## src/sv/cyb_pkg.sv

```systemverilog
// Shared types and constants for the cropped YUV to BGR converter.
// Register map codes, register reset values and coefficient thousandths.
// No dependencies.
package cyb_pkg;

	// Register map: index of each register, taken from paddr[4:2]
	typedef logic [2:0] reg_idx_t;
	localparam reg_idx_t REG_FRAME_WIDTH  = 3'd0;
	localparam reg_idx_t REG_FRAME_HEIGHT = 3'd1;
	localparam reg_idx_t REG_SIDE_CROP    = 3'd2;
	localparam reg_idx_t REG_TOP_CROP     = 3'd3;
	localparam reg_idx_t REG_BOTTOM_CROP  = 3'd4;

	// Register widths
	localparam int DIM_W    = 12;
	localparam int SIDE_W   = 10;
	localparam int VCROP_W  = 11;
	localparam int SAMPLE_W = 8;

	// Register reset values
	localparam logic [DIM_W-1:0]   FRAME_WIDTH_RST  = 12'd1164;
	localparam logic [DIM_W-1:0]   FRAME_HEIGHT_RST = 12'd874;
	localparam logic [SIDE_W-1:0]  SIDE_CROP_RST    = 10'd175;
	localparam logic [VCROP_W-1:0] TOP_CROP_RST     = 11'd0;
	localparam logic [VCROP_W-1:0] BOTTOM_CROP_RST  = 11'd209;

	// BT.601 limited-range coefficients in thousandths
	localparam longint MILLI_Y  = 1164;
	localparam longint MILLI_RV = 1596;
	localparam longint MILLI_GV = 813;
	localparam longint MILLI_GU = 391;
	localparam longint MILLI_BU = 2018;

	// Offsets removed from the samples
	localparam logic signed [SAMPLE_W:0] LUMA_OFFSET   = 9'sd16;
	localparam logic signed [SAMPLE_W:0] CHROMA_OFFSET = 9'sd128;

	// One pixel as it sits in the input stage
	typedef struct packed {
		logic [SAMPLE_W-1:0] chroma_red;
		logic [SAMPLE_W-1:0] chroma_blue;
		logic [SAMPLE_W-1:0] luma;
	} pixel_t;

endpackage

```

## src/sv/cropped_yuv_to_bgr_converter.sv

```systemverilog
// Cropped limited-range BT.601 YUV to BGR converter, top level.
// Holds the crop registers, raster counters, input stage and result register.
// Depends on cyb_pkg.
//
// Channel   Dir  Handshake              Payload
// s_*       in   s_tvalid / s_tready    s_tdata: luma, chroma_blue, chroma_red
// m_*       out  m_tvalid / m_tready    m_tdata: blue, green, red; m_tlast: window_last
// APB       in   psel, penable, pready  5 registers at byte address 4*i
//
// One pixel is accepted every cycle while s_tready is high; a converted word passes
// through the input stage register and then the result register.
// Pixels outside the crop window only advance the counters and leave no word.
// A stalled output holds the result register; the input stage still takes one
// more pixel, and s_tready falls only when both registers are full.
// Reset clears counters, stage valid flags and loads the register defaults.
module cropped_yuv_to_bgr_converter
	import cyb_pkg::*;
#(
	parameter int MAX_DIM        = 2048,
	parameter int COEF_FRAC_BITS = 16
) (
	input  logic        clk,
	input  logic        arst_n,
	// Input stream
	input  logic        s_tvalid,
	output logic        s_tready,
	input  logic [23:0] s_tdata,   // [7:0] luma, [15:8] chroma_blue, [23:16] chroma_red
	// Output stream
	output logic        m_tvalid,
	input  logic        m_tready,
	output logic [23:0] m_tdata,   // [7:0] blue, [15:8] green, [23:16] red
	output logic        m_tlast,   // window_last
	// Configuration port
	input  logic        psel,
	input  logic        penable,
	input  logic        pwrite,
	input  logic [4:0]  paddr,
	input  logic [31:0] pwdata,
	output logic [31:0] prdata,
	output logic        pready
);

	localparam int CNT_W = $clog2(MAX_DIM);
	localparam int SUM_W = ((CNT_W > DIM_W) ? CNT_W : DIM_W) + 2;
	localparam int ACC_W = COEF_FRAC_BITS + 14;
	localparam int WHOLE_W = ACC_W - COEF_FRAC_BITS;

	// Coefficients rounded to COEF_FRAC_BITS fraction bits
	localparam longint K_Y_L  = ((MILLI_Y  << COEF_FRAC_BITS) + 500) / 1000;
	localparam longint K_RV_L = ((MILLI_RV << COEF_FRAC_BITS) + 500) / 1000;
	localparam longint K_GV_L = ((MILLI_GV << COEF_FRAC_BITS) + 500) / 1000;
	localparam longint K_GU_L = ((MILLI_GU << COEF_FRAC_BITS) + 500) / 1000;
	localparam longint K_BU_L = ((MILLI_BU << COEF_FRAC_BITS) + 500) / 1000;
	localparam logic signed [ACC_W-1:0] K_Y  = ACC_W'(K_Y_L);
	localparam logic signed [ACC_W-1:0] K_RV = ACC_W'(K_RV_L);
	localparam logic signed [ACC_W-1:0] K_GV = ACC_W'(K_GV_L);
	localparam logic signed [ACC_W-1:0] K_GU = ACC_W'(K_GU_L);
	localparam logic signed [ACC_W-1:0] K_BU = ACC_W'(K_BU_L);
	localparam logic [SUM_W-1:0] MAX_DIM_X = SUM_W'(MAX_DIM);

	// Configuration registers
	logic [DIM_W-1:0]   frame_width_q;
	logic [DIM_W-1:0]   frame_height_q;
	logic [SIDE_W-1:0]  side_crop_q;
	logic [VCROP_W-1:0] top_crop_q;
	logic [VCROP_W-1:0] bottom_crop_q;

	// Raster counters
	logic [CNT_W-1:0] col_q;
	logic [CNT_W-1:0] row_q;

	// Input stage and result register
	logic           valid_s1;
	pixel_t         pix_s1;
	logic           last_s1;
	logic           out_valid_q;
	logic [23:0]    out_data_q;
	logic           out_last_q;

	logic           s_fire;
	logic           out_adv;
	logic           cfg_write;
	reg_idx_t       reg_idx;
	logic [SUM_W-1:0] col_x, row_x, fw_x, fh_x, side_x, top_x, bottom_x;
	logic [SUM_W-1:0] next_col, next_row;
	logic           in_window, last_px, col_wrap, row_wrap;
	logic signed [SAMPLE_W:0] d_y, d_u, d_v;
	logic signed [ACC_W-1:0]  y_prod, rv_prod, gv_prod, gu_prod, bu_prod;
	logic signed [ACC_W-1:0]  blue_sum, green_sum, red_sum;
	logic [SAMPLE_W-1:0]      blue_px, green_px, red_px;

	// Truncate the fraction and clamp to one byte
	function automatic logic [SAMPLE_W-1:0] to_byte(input logic signed [ACC_W-1:0] s);
		logic [WHOLE_W-1:0] whole;
		logic [SAMPLE_W-1:0] res;
		whole = s[ACC_W-1:COEF_FRAC_BITS];
		if (s[ACC_W-1]) begin
			res = '0;
		end else if (|whole[WHOLE_W-1:SAMPLE_W]) begin
			res = '1;
		end else begin
			res = whole[SAMPLE_W-1:0];
		end
		return res;
	endfunction

	// Configuration port
	assign pready    = 1'b1;
	assign reg_idx   = paddr[4:2];
	assign cfg_write = psel & penable & pwrite & pready;

	always_ff @(posedge clk or negedge arst_n) begin
		if (!arst_n) begin
			frame_width_q  <= FRAME_WIDTH_RST;
			frame_height_q <= FRAME_HEIGHT_RST;
			side_crop_q    <= SIDE_CROP_RST;
			top_crop_q     <= TOP_CROP_RST;
			bottom_crop_q  <= BOTTOM_CROP_RST;
		end else if (cfg_write) begin
			case (reg_idx)
				REG_FRAME_WIDTH:  frame_width_q  <= pwdata[DIM_W-1:0];
				REG_FRAME_HEIGHT: frame_height_q <= pwdata[DIM_W-1:0];
				REG_SIDE_CROP:    side_crop_q    <= pwdata[SIDE_W-1:0];
				REG_TOP_CROP:     top_crop_q     <= pwdata[VCROP_W-1:0];
				REG_BOTTOM_CROP:  bottom_crop_q  <= pwdata[VCROP_W-1:0];
				default: ;
			endcase
		end
	end

	always_comb begin
		case (reg_idx)
			REG_FRAME_WIDTH:  prdata = 32'(frame_width_q);
			REG_FRAME_HEIGHT: prdata = 32'(frame_height_q);
			REG_SIDE_CROP:    prdata = 32'(side_crop_q);
			REG_TOP_CROP:     prdata = 32'(top_crop_q);
			REG_BOTTOM_CROP:  prdata = 32'(bottom_crop_q);
			default:          prdata = '0;
		endcase
	end

	// Handshake: the input stage moves on whenever the result register frees up
	assign out_adv  = !out_valid_q || m_tready;
	assign s_tready = !valid_s1 || out_adv;
	assign s_fire   = s_tvalid && s_tready;

	// Window test and counter step, all without wrap-around
	assign col_x    = SUM_W'(col_q);
	assign row_x    = SUM_W'(row_q);
	assign fw_x     = SUM_W'(frame_width_q);
	assign fh_x     = SUM_W'(frame_height_q);
	assign side_x   = SUM_W'(side_crop_q);
	assign top_x    = SUM_W'(top_crop_q);
	assign bottom_x = SUM_W'(bottom_crop_q);

	assign in_window = (col_x >= side_x) && (col_x + side_x < fw_x) &&
	                   (row_x >= top_x) && (row_x + bottom_x < fh_x);
	assign last_px   = in_window && (col_x + side_x + 1'b1 == fw_x) &&
	                   (row_x + bottom_x + 1'b1 == fh_x);

	assign next_col = col_x + 1'b1;
	assign next_row = row_x + 1'b1;
	assign col_wrap = (next_col >= fw_x) || (next_col >= MAX_DIM_X);
	assign row_wrap = (next_row >= fh_x) || (next_row >= MAX_DIM_X);

	always_ff @(posedge clk or negedge arst_n) begin
		if (!arst_n) begin
			col_q <= '0;
			row_q <= '0;
		end else if (s_fire) begin
			if (col_wrap) begin
				col_q <= '0;
				row_q <= row_wrap ? '0 : next_row[CNT_W-1:0];
			end else begin
				col_q <= next_col[CNT_W-1:0];
			end
		end
	end

	// Input stage: only pixels inside the window are kept
	always_ff @(posedge clk or negedge arst_n) begin
		if (!arst_n) begin
			valid_s1 <= 1'b0;
		end else if (s_tready) begin
			valid_s1 <= s_fire && in_window;
		end
	end

	always_ff @(posedge clk) begin
		if (s_fire && in_window) begin
			pix_s1  <= s_tdata;
			last_s1 <= last_px;
		end
	end

	// Colour conversion: one constant product per term, then sum and clamp
	assign d_y = $signed({1'b0, pix_s1.luma}) - LUMA_OFFSET;
	assign d_u = $signed({1'b0, pix_s1.chroma_blue}) - CHROMA_OFFSET;
	assign d_v = $signed({1'b0, pix_s1.chroma_red}) - CHROMA_OFFSET;

	assign y_prod  = K_Y  * ACC_W'(d_y);
	assign rv_prod = K_RV * ACC_W'(d_v);
	assign gv_prod = K_GV * ACC_W'(d_v);
	assign gu_prod = K_GU * ACC_W'(d_u);
	assign bu_prod = K_BU * ACC_W'(d_u);

	assign blue_sum  = y_prod + bu_prod;
	assign green_sum = y_prod - gv_prod - gu_prod;
	assign red_sum   = y_prod + rv_prod;

	assign blue_px  = to_byte(blue_sum);
	assign green_px = to_byte(green_sum);
	assign red_px   = to_byte(red_sum);

	// Result register
	always_ff @(posedge clk or negedge arst_n) begin
		if (!arst_n) begin
			out_valid_q <= 1'b0;
		end else if (out_adv) begin
			out_valid_q <= valid_s1;
		end
	end

	always_ff @(posedge clk) begin
		if (out_adv && valid_s1) begin
			out_data_q <= {red_px, green_px, blue_px};
			out_last_q <= last_s1;
		end
	end

	assign m_tvalid = out_valid_q;
	assign m_tdata  = out_data_q;
	assign m_tlast  = out_last_q;

`ifndef SYNTHESIS
	// A pixel waiting in the input stage stays put while the result register is stuck
	a_s1_hold: assert property (@(posedge clk) disable iff (!arst_n)
		valid_s1 && !out_adv |=> valid_s1 && $stable(pix_s1) && $stable(last_s1))
		else $error("input stage lost or changed a waiting pixel");

	// A pixel outside the window never reaches the input stage
	a_drop: assert property (@(posedge clk) disable iff (!arst_n)
		s_fire && !in_window |=> !valid_s1)
		else $error("pixel outside the crop window was kept");

	// Without a wrap the column counter steps by one
	a_col_step: assert property (@(posedge clk) disable iff (!arst_n)
		s_fire && !col_wrap |=> col_q == $past(col_q) + 1'b1)
		else $error("column counter did not advance by one");
`endif

endmodule

```

## config.mk

```make
export PLATFORM = sky130hd
export DESIGN_NAME = cropped_yuv_to_bgr_converter
export DESIGN_NICKNAME = d
export VERILOG_FILES = /design/src/sv/cyb_pkg.sv /design/src/sv/cropped_yuv_to_bgr_converter.sv
export SDC_FILE = /design/constraint.sdc
export NUM_CORES = 1
export LEC_CHECK = 0
export ABC_AREA = 1
export BUFFER_PORTS_ARGS = -buffer_cell sky130_fd_sc_hd__buf_2
export CAP_MARGIN = 0
export CORE_MARGIN = 10
export CORE_UTILIZATION = 30
export DETAILED_ROUTE_END_ITERATION = 10
export PLACE_DENSITY = 0.55
export SETUP_SLACK_MARGIN = 0.05
export SYNTH_ARGS = -nofsm -noshare
export SYNTH_HDL_FRONTEND = slang
export SYNTH_SLANG_ARGS = --single-unit
```

## constraint.sdc

```tcl
create_clock -name clk -period 10.5 [get_ports clk]
set_input_delay 0.525 -clock clk [delete_from_list [all_inputs] [get_ports clk]]
set_output_delay 0.525 -clock clk [all_outputs]
set_load 0.005 [all_outputs]
```

Word level (Yosys, flattened, before mapping)

Cells that the tools add are included.

Bitwise operators: 2
Magnitude comparators: 8
Add/subtract/negate cells: 13
Multipliers: 5
Equal/unequal tests: 6
Reductions and logical operators: 24
Muxes and demuxes: 6

Operators by type and width:

| kind                    | count |
|---|---|
| $pmux W12 S5            | 1 |
| $mul A17 B9 Y26 const A | 2 |
| $mul A16 B9 Y25 const A | 2 |
| $add A27 B28 Y29        | 1 |
| $sub A28 B25 Y29        | 1 |
| $add A27 B27 Y28        | 1 |
| $lt A14 B12 Y1          | 2 |
| $sub A27 B26 Y28        | 1 |
| $mul A18 B9 Y27 const A | 1 |
| $add A12 B1 Y13 const B | 2 |
| $eq A13 B12 Y1          | 2 |
| $add A11 B1 Y12 const B | 2 |
| $ge A12 B12 Y1          | 2 |
| $ge A12 B12 Y1 const B  | 2 |
| $mux W8                 | 3 |
| $mux W11                | 2 |
| $reduce_or A6 Y1        | 3 |
| $sub A8 B8 Y9 const B   | 2 |
| $add A11 B10 Y12        | 1 |
| $add A11 B11 Y12        | 1 |
| $reduce_and A2 Y1       | 6 |
| $ge A11 B10 Y1          | 1 |
| $ge A11 B11 Y1          | 1 |
| $sub A8 B5 Y9 const B   | 1 |
| 8 further kinds         | 21 |

Logic and storage cells: 81
Output and inout port bits: 60
Bits of input ports: 68
Register bits after elaboration: 130

Logic depth before layout (Yosys ltp)

Word-level depth: 7
Depth in mapped cells: 49
Gate-level depth less buffers: 48

Worst setup path before layout

Ideal clock, no wire load.

Kind: reg-to-reg
Start: reg pix_s1[4] (netlist bit)
End: reg out_data_q[14] (netlist: m_tdata[14]), data pin
Slack: 1.561 ns
Arrival: 8.690 ns
Required time: 10.250 ns
Setup time: 0.250 ns
Period minus slack after synthesis: 8.939 ns
Path buffers: 0
Stages on the path, launching flop included: 44
Cell sequence: edfxtp_1 > inv_1 > ha_1 > xnor2_1 > inv_1 > ha_1 > ha_1 > inv_1 > fa_1 > inv_1 > fa_1 > fa_1 > ha_1 > nand2_1 > nor3_1 > a21oi_1 > o21ai_0 > xor2_1 > (+8 left out) > fa_1 > inv_1 > ha_1 > nand2_1 > inv_1 > nand2_1 > nor3_1 > nand4_1 > nand3_1 > a21oi_1 > o21ai_2 > nand2_1 > nand2_1 > nand2_1 > a21oi_4 > nand3_1 > nand2_1 > inv_1

Cells in the longest elaborated chain, start to end: 6

Ends and longest elaborated chain:

| item                   | line                                | source |
|---|---|---|
| from (decl)            | cropped_yuv_to_bgr_converter.sv:74  | `pixel_t pix_s1;` |
| from (signal assigned) | cropped_yuv_to_bgr_converter.sv:191 | `pix_s1 <= s_tdata;` |
| $sub A8 B5 Y9 *        | cropped_yuv_to_bgr_converter.sv:197 | `assign d_y = $signed({1'b0, pix_s1.luma}) - LUMA_OFFSET;` |
| $mul A16 B9 Y25 *      | cropped_yuv_to_bgr_converter.sv:201 | `assign y_prod = K_Y * ACC_W'(d_y);` |
| $sub A27 B26 Y28 *     | cropped_yuv_to_bgr_converter.sv:208 | `assign green_sum = y_prod - gv_prod - gu_prod;` |
| $sub A28 B25 Y29 *     | cropped_yuv_to_bgr_converter.sv:208 |  |
| $reduce_or A6 Y1       | cropped_yuv_to_bgr_converter.sv:99  | `end else if (\|whole[WHOLE_W-1:SAMPLE_W]) begin` |
| $mux W8                | cropped_yuv_to_bgr_converter.sv:99  |  |
| to (signal assigned)   | cropped_yuv_to_bgr_converter.sv:226 | `out_data_q <= {red_px, green_px, blue_px};` |
| to (decl)              | cropped_yuv_to_bgr_converter.sv:77  | `logic [23:0] out_data_q;` |

Every way passes the cells marked *; elsewhere a longest branch is shown, timed or not.
A chain may end at the register's enable or synchronous reset.

Worst setup path in the final report

Same ends and word-level chain as after synthesis.

==> impl_metrics.csv <==
group,metric,value,unit
sta,slew_headroom,37.5,%
placement,io_buffers,84,
flow_run,drv_cap,0,
worst_setup_path,critPathMaxStageDelay,0.54,ns
sta,setup_violations,0,
grt,grt_pass1_vias,18100,
grt,grt_use_total,14.5,%
route,wl_per_cell,15.5,um
worst_setup_path,crit_path_max_fanout,8,
cts,htree_levels,4,
sta,fin_setup_tns,0,ns
die,num_rows,101,
sta,period_share,92.4,%
route,drt_pass1_iterations,5,
route,postRouteWirelength,61300,um
cts,cts_setup_buffers,0,
cts,max-clock-path-buffers,2,
worst_setup_path,cp.arrival,9.95,ns
sta,period_needed,9.70,ns
logic_synthesis,syn-mean-instance-area,8.00,um2
min_path,hold_start,"s_tdata[23]",
logic_synthesis,synth_edf_count,50,
cts,cts_inserted_buffers,17,
logic_synthesis,ys_seq_area_share,15.4,%
route,vias,18300,
cells_and_area,final_cell_mix,"inv_1, ha_1, nand2_1",
die,die-width,296,um
grt,grt_pass1_wl,98600,um
sta,tightest_slew,0.936,ns
cells_and_area,final_common_cell,"inv_1",
worst_setup_path,crit_slowest_cell,"fa_1",
grt,antenna_found_initial,6,
cts,clk_latency,0.49,ns
route,drtAntennaViolNets,0,
grt,gr-total-overflow,0,
logic_synthesis,yosysUniqueCellTypes,62,
logic_synthesis,synthesis.area,22800,um2
worst_setup_path,critical_path_buf_inv_count,11,
worst_setup_path,start_kind,"flip-flop",
die,die_area,87600,um2
logic_synthesis,async_reset_ff_share,61.5,%
worst_setup_path,crit_start,"pix_s1[4]",
die,start_util,30.2,%
worst_setup_path,worst_setup_path_end_kind,"flip-flop",
cells_and_area,drive_gt1_share,7.13,%
cts,cts.clk_slew.worst_paths,0.08,ns
sta,slew_viol_final,0,
route,viasPerCell,4.62,
grt,grt_max_degree,44,
sta,hold_violations,0,
run_status,status,"completed",
worst_setup_path,rr_startpoint,"pix_s1[4]",
die,io_pins,128,
logic_synthesis,yosys_warnings,0,
cts,cts_tree,"done",
logic_synthesis,ys_ff_latch,130,
sta,fmax,103,MHz
worst_setup_path,cpLargestDelayFamily,"adder cells",
logic_synthesis,synthCells,2856,
placement,hpwlAfterDp,52400,um
worst_setup_path,critPathMostFrequentCell,"inv_1",
sta,rsz0062_at_grt,"no",
cells_and_area,fill_cells,8103,
placement,gp_congestion,0.900,
route,drtIter0Drc,996,
worst_setup_path,worstPathRequired,10.74,ns
sta,skew,0.0162,ns
route,drc,0,
cts,clockRootBuffer,"clkbuf_16",
die,die_h,296,um
cells_and_area,area_growth,9.79,%
logic_synthesis,synth_ff_type,"dfrtp_1",
worst_setup_path,worst-setup-path-type,"flip-flop to flip-flop",
die,core,75700,um2
cts,cts.sinks,130,
min_path,worstHoldPathType,"input pin to flip-flop",
cells_and_area,finalNetCount,3697,
## metal layers
metal / track usage [%] / up-vias / wire, um / part of all wire [%]
met1: 18.7 / 8441 / 28500 / 47
met2: 24.1 / 325 / 28400 / 46
li1: - / 9448 / - / -
met4: 3.08 / 8 / 873 / 1.4
met3: 3.64 / 50 / 3440 / 5.6
met5: 0 / - / 54 / 0.088
## state kept, by name (all words and copies together), names as in the netlist, 10 cells and up
signal / flops
m_tdata: 24
bottom_crop_q: 11
pix_s1: 24
side_crop_q: 10
frame_height_q: 12
row_q: 11
top_crop_q: 11
col_q: 11
frame_width_q: 12
## timing repair
item,4_1_cts,5_1_grt
gates resized for setup,0,4
hold buffers,1,0
endpoints found under the hold margin,8,0
endpoints found under the setup margin,0,8
## cell usage after synthesis, types with 5 or more instances
| cell | instances | area, um2 |
|---|---|---|
| nor4_1 | 10 | 62.6 |
| o21bai_1 | 11 | 82.6 |
| nor2_2 | 6 | 37.5 |
| ha_1 | 498 | 6230 |
| nand2_2 | 11 | 68.8 |
| or2_2 | 5 | 31.3 |
| nor3_1 | 32 | 160 |
| xor2_1 | 66 | 578 |
| a31oi_1 | 14 | 87.6 |
| o21a_1 | 7 | 52.6 |
| inv_2 | 5 | 18.8 |
| nor2_1 | 128 | 480 |
| clkbuf_1 | 16 | 60.1 |
| a21o_1 | 11 | 82.6 |
| nand3_1 | 124 | 621 |
| a21oi_1 | 158 | 791 |
| nand2_1 | 470 | 1760 |
| o221ai_1 | 6 | 52.6 |
| xnor2_1 | 29 | 254 |
| fa_1 | 171 | 3420 |
| o211ai_1 | 8 | 60.1 |
| o21ai_0 | 158 | 791 |
| inv_1 | 637 | 2390 |
| dfrtp_1 | 60 | 1500 |
| a211oi_1 | 8 | 60.1 |
| nand3b_1 | 10 | 75.1 |
| dfstp_2 | 20 | 526 |
| a221oi_1 | 5 | 43.8 |
| buf_4 | 21 | 158 |
| nand4_1 | 38 | 238 |
| o21ai_1 | 9 | 45.0 |
| edfxtp_1 | 50 | 1500 |
## cell type report
cell class,instances,area (um2),share of cell area [%]
Antenna cell,1,2.50,0.00998
Clock buffer,19,443,1.77
Clock inverter,13,98.8,0.394
Inverter,643,2410,9.62
Multi-Input combinational cell,2064,16800,67.0
Sequential cell,130,3530,14.1
Tap cell,978,1220,4.88
Timing Repair Buffer,104,576,2.29
## kinds of logic (layout without fill, tap and decap cells)
| family | count (synthesis) | after routing | share of synthesized area, % |
|---|---|---|---|
| other | 2 | 22 | 0.0329 |
| flip-flops | 130 | 130 | 15.4 |
| adder cells (fa/ha/maj) | 669 | 669 | 42.3 |
| buffers and inverters | 681 | 779 | 11.5 |
| XOR/XNOR | 99 | 99 | 4.01 |
| AO/OA/AOI/OAI | 421 | 421 | 10.4 |
| AND/OR/NAND/NOR | 854 | 854 | 16.3 |
## through the flow
| step | setup WS (ns) | hold slack, ns | cells | utilization, % | instance area [um2] |
|---|---|---|---|---|---|
| after CTS | 0.510 | 0.168 | 3951 | 33.1 | 25100 |
| after detailed placement | 0.517 | 0.419 | 3918 | 32.4 | 24500 |
| after global placement | 0.594 | 0.402 | 3918 | 32.4 | 24500 |
| after floorplan | 1.56 | 0.229 | 2875 | - | 22900 |
| after global routing | 0.0674 | 0.184 | 3952 | 33.1 | 25100 |
| final | 0.796 | 0.208 | 3952 | 33.1 | 25100 |
## path summary, 6_finish.rpt
| kind | end | slack [ns] | cells after the start |
|---|---|---|---|
| max in group asynchronous | top_crop_q[8] | 8.93 | 3 |
| min in group asynchronous | row_q[2] | 0.54 | 2 |
| hold / removal | pix_s1[23] | 0.21 | 1 |
| hold reg to reg | m_tlast | 0.42 | 0 |
| setup / recovery | m_tdata[14] | 0.80 | 44 |
| setup reg to reg | m_tdata[14] | 0.80 | 44 |
Power is not shown: default switching activity piles up to over one toggle a cycle in this logic, so the estimate is an artifact.
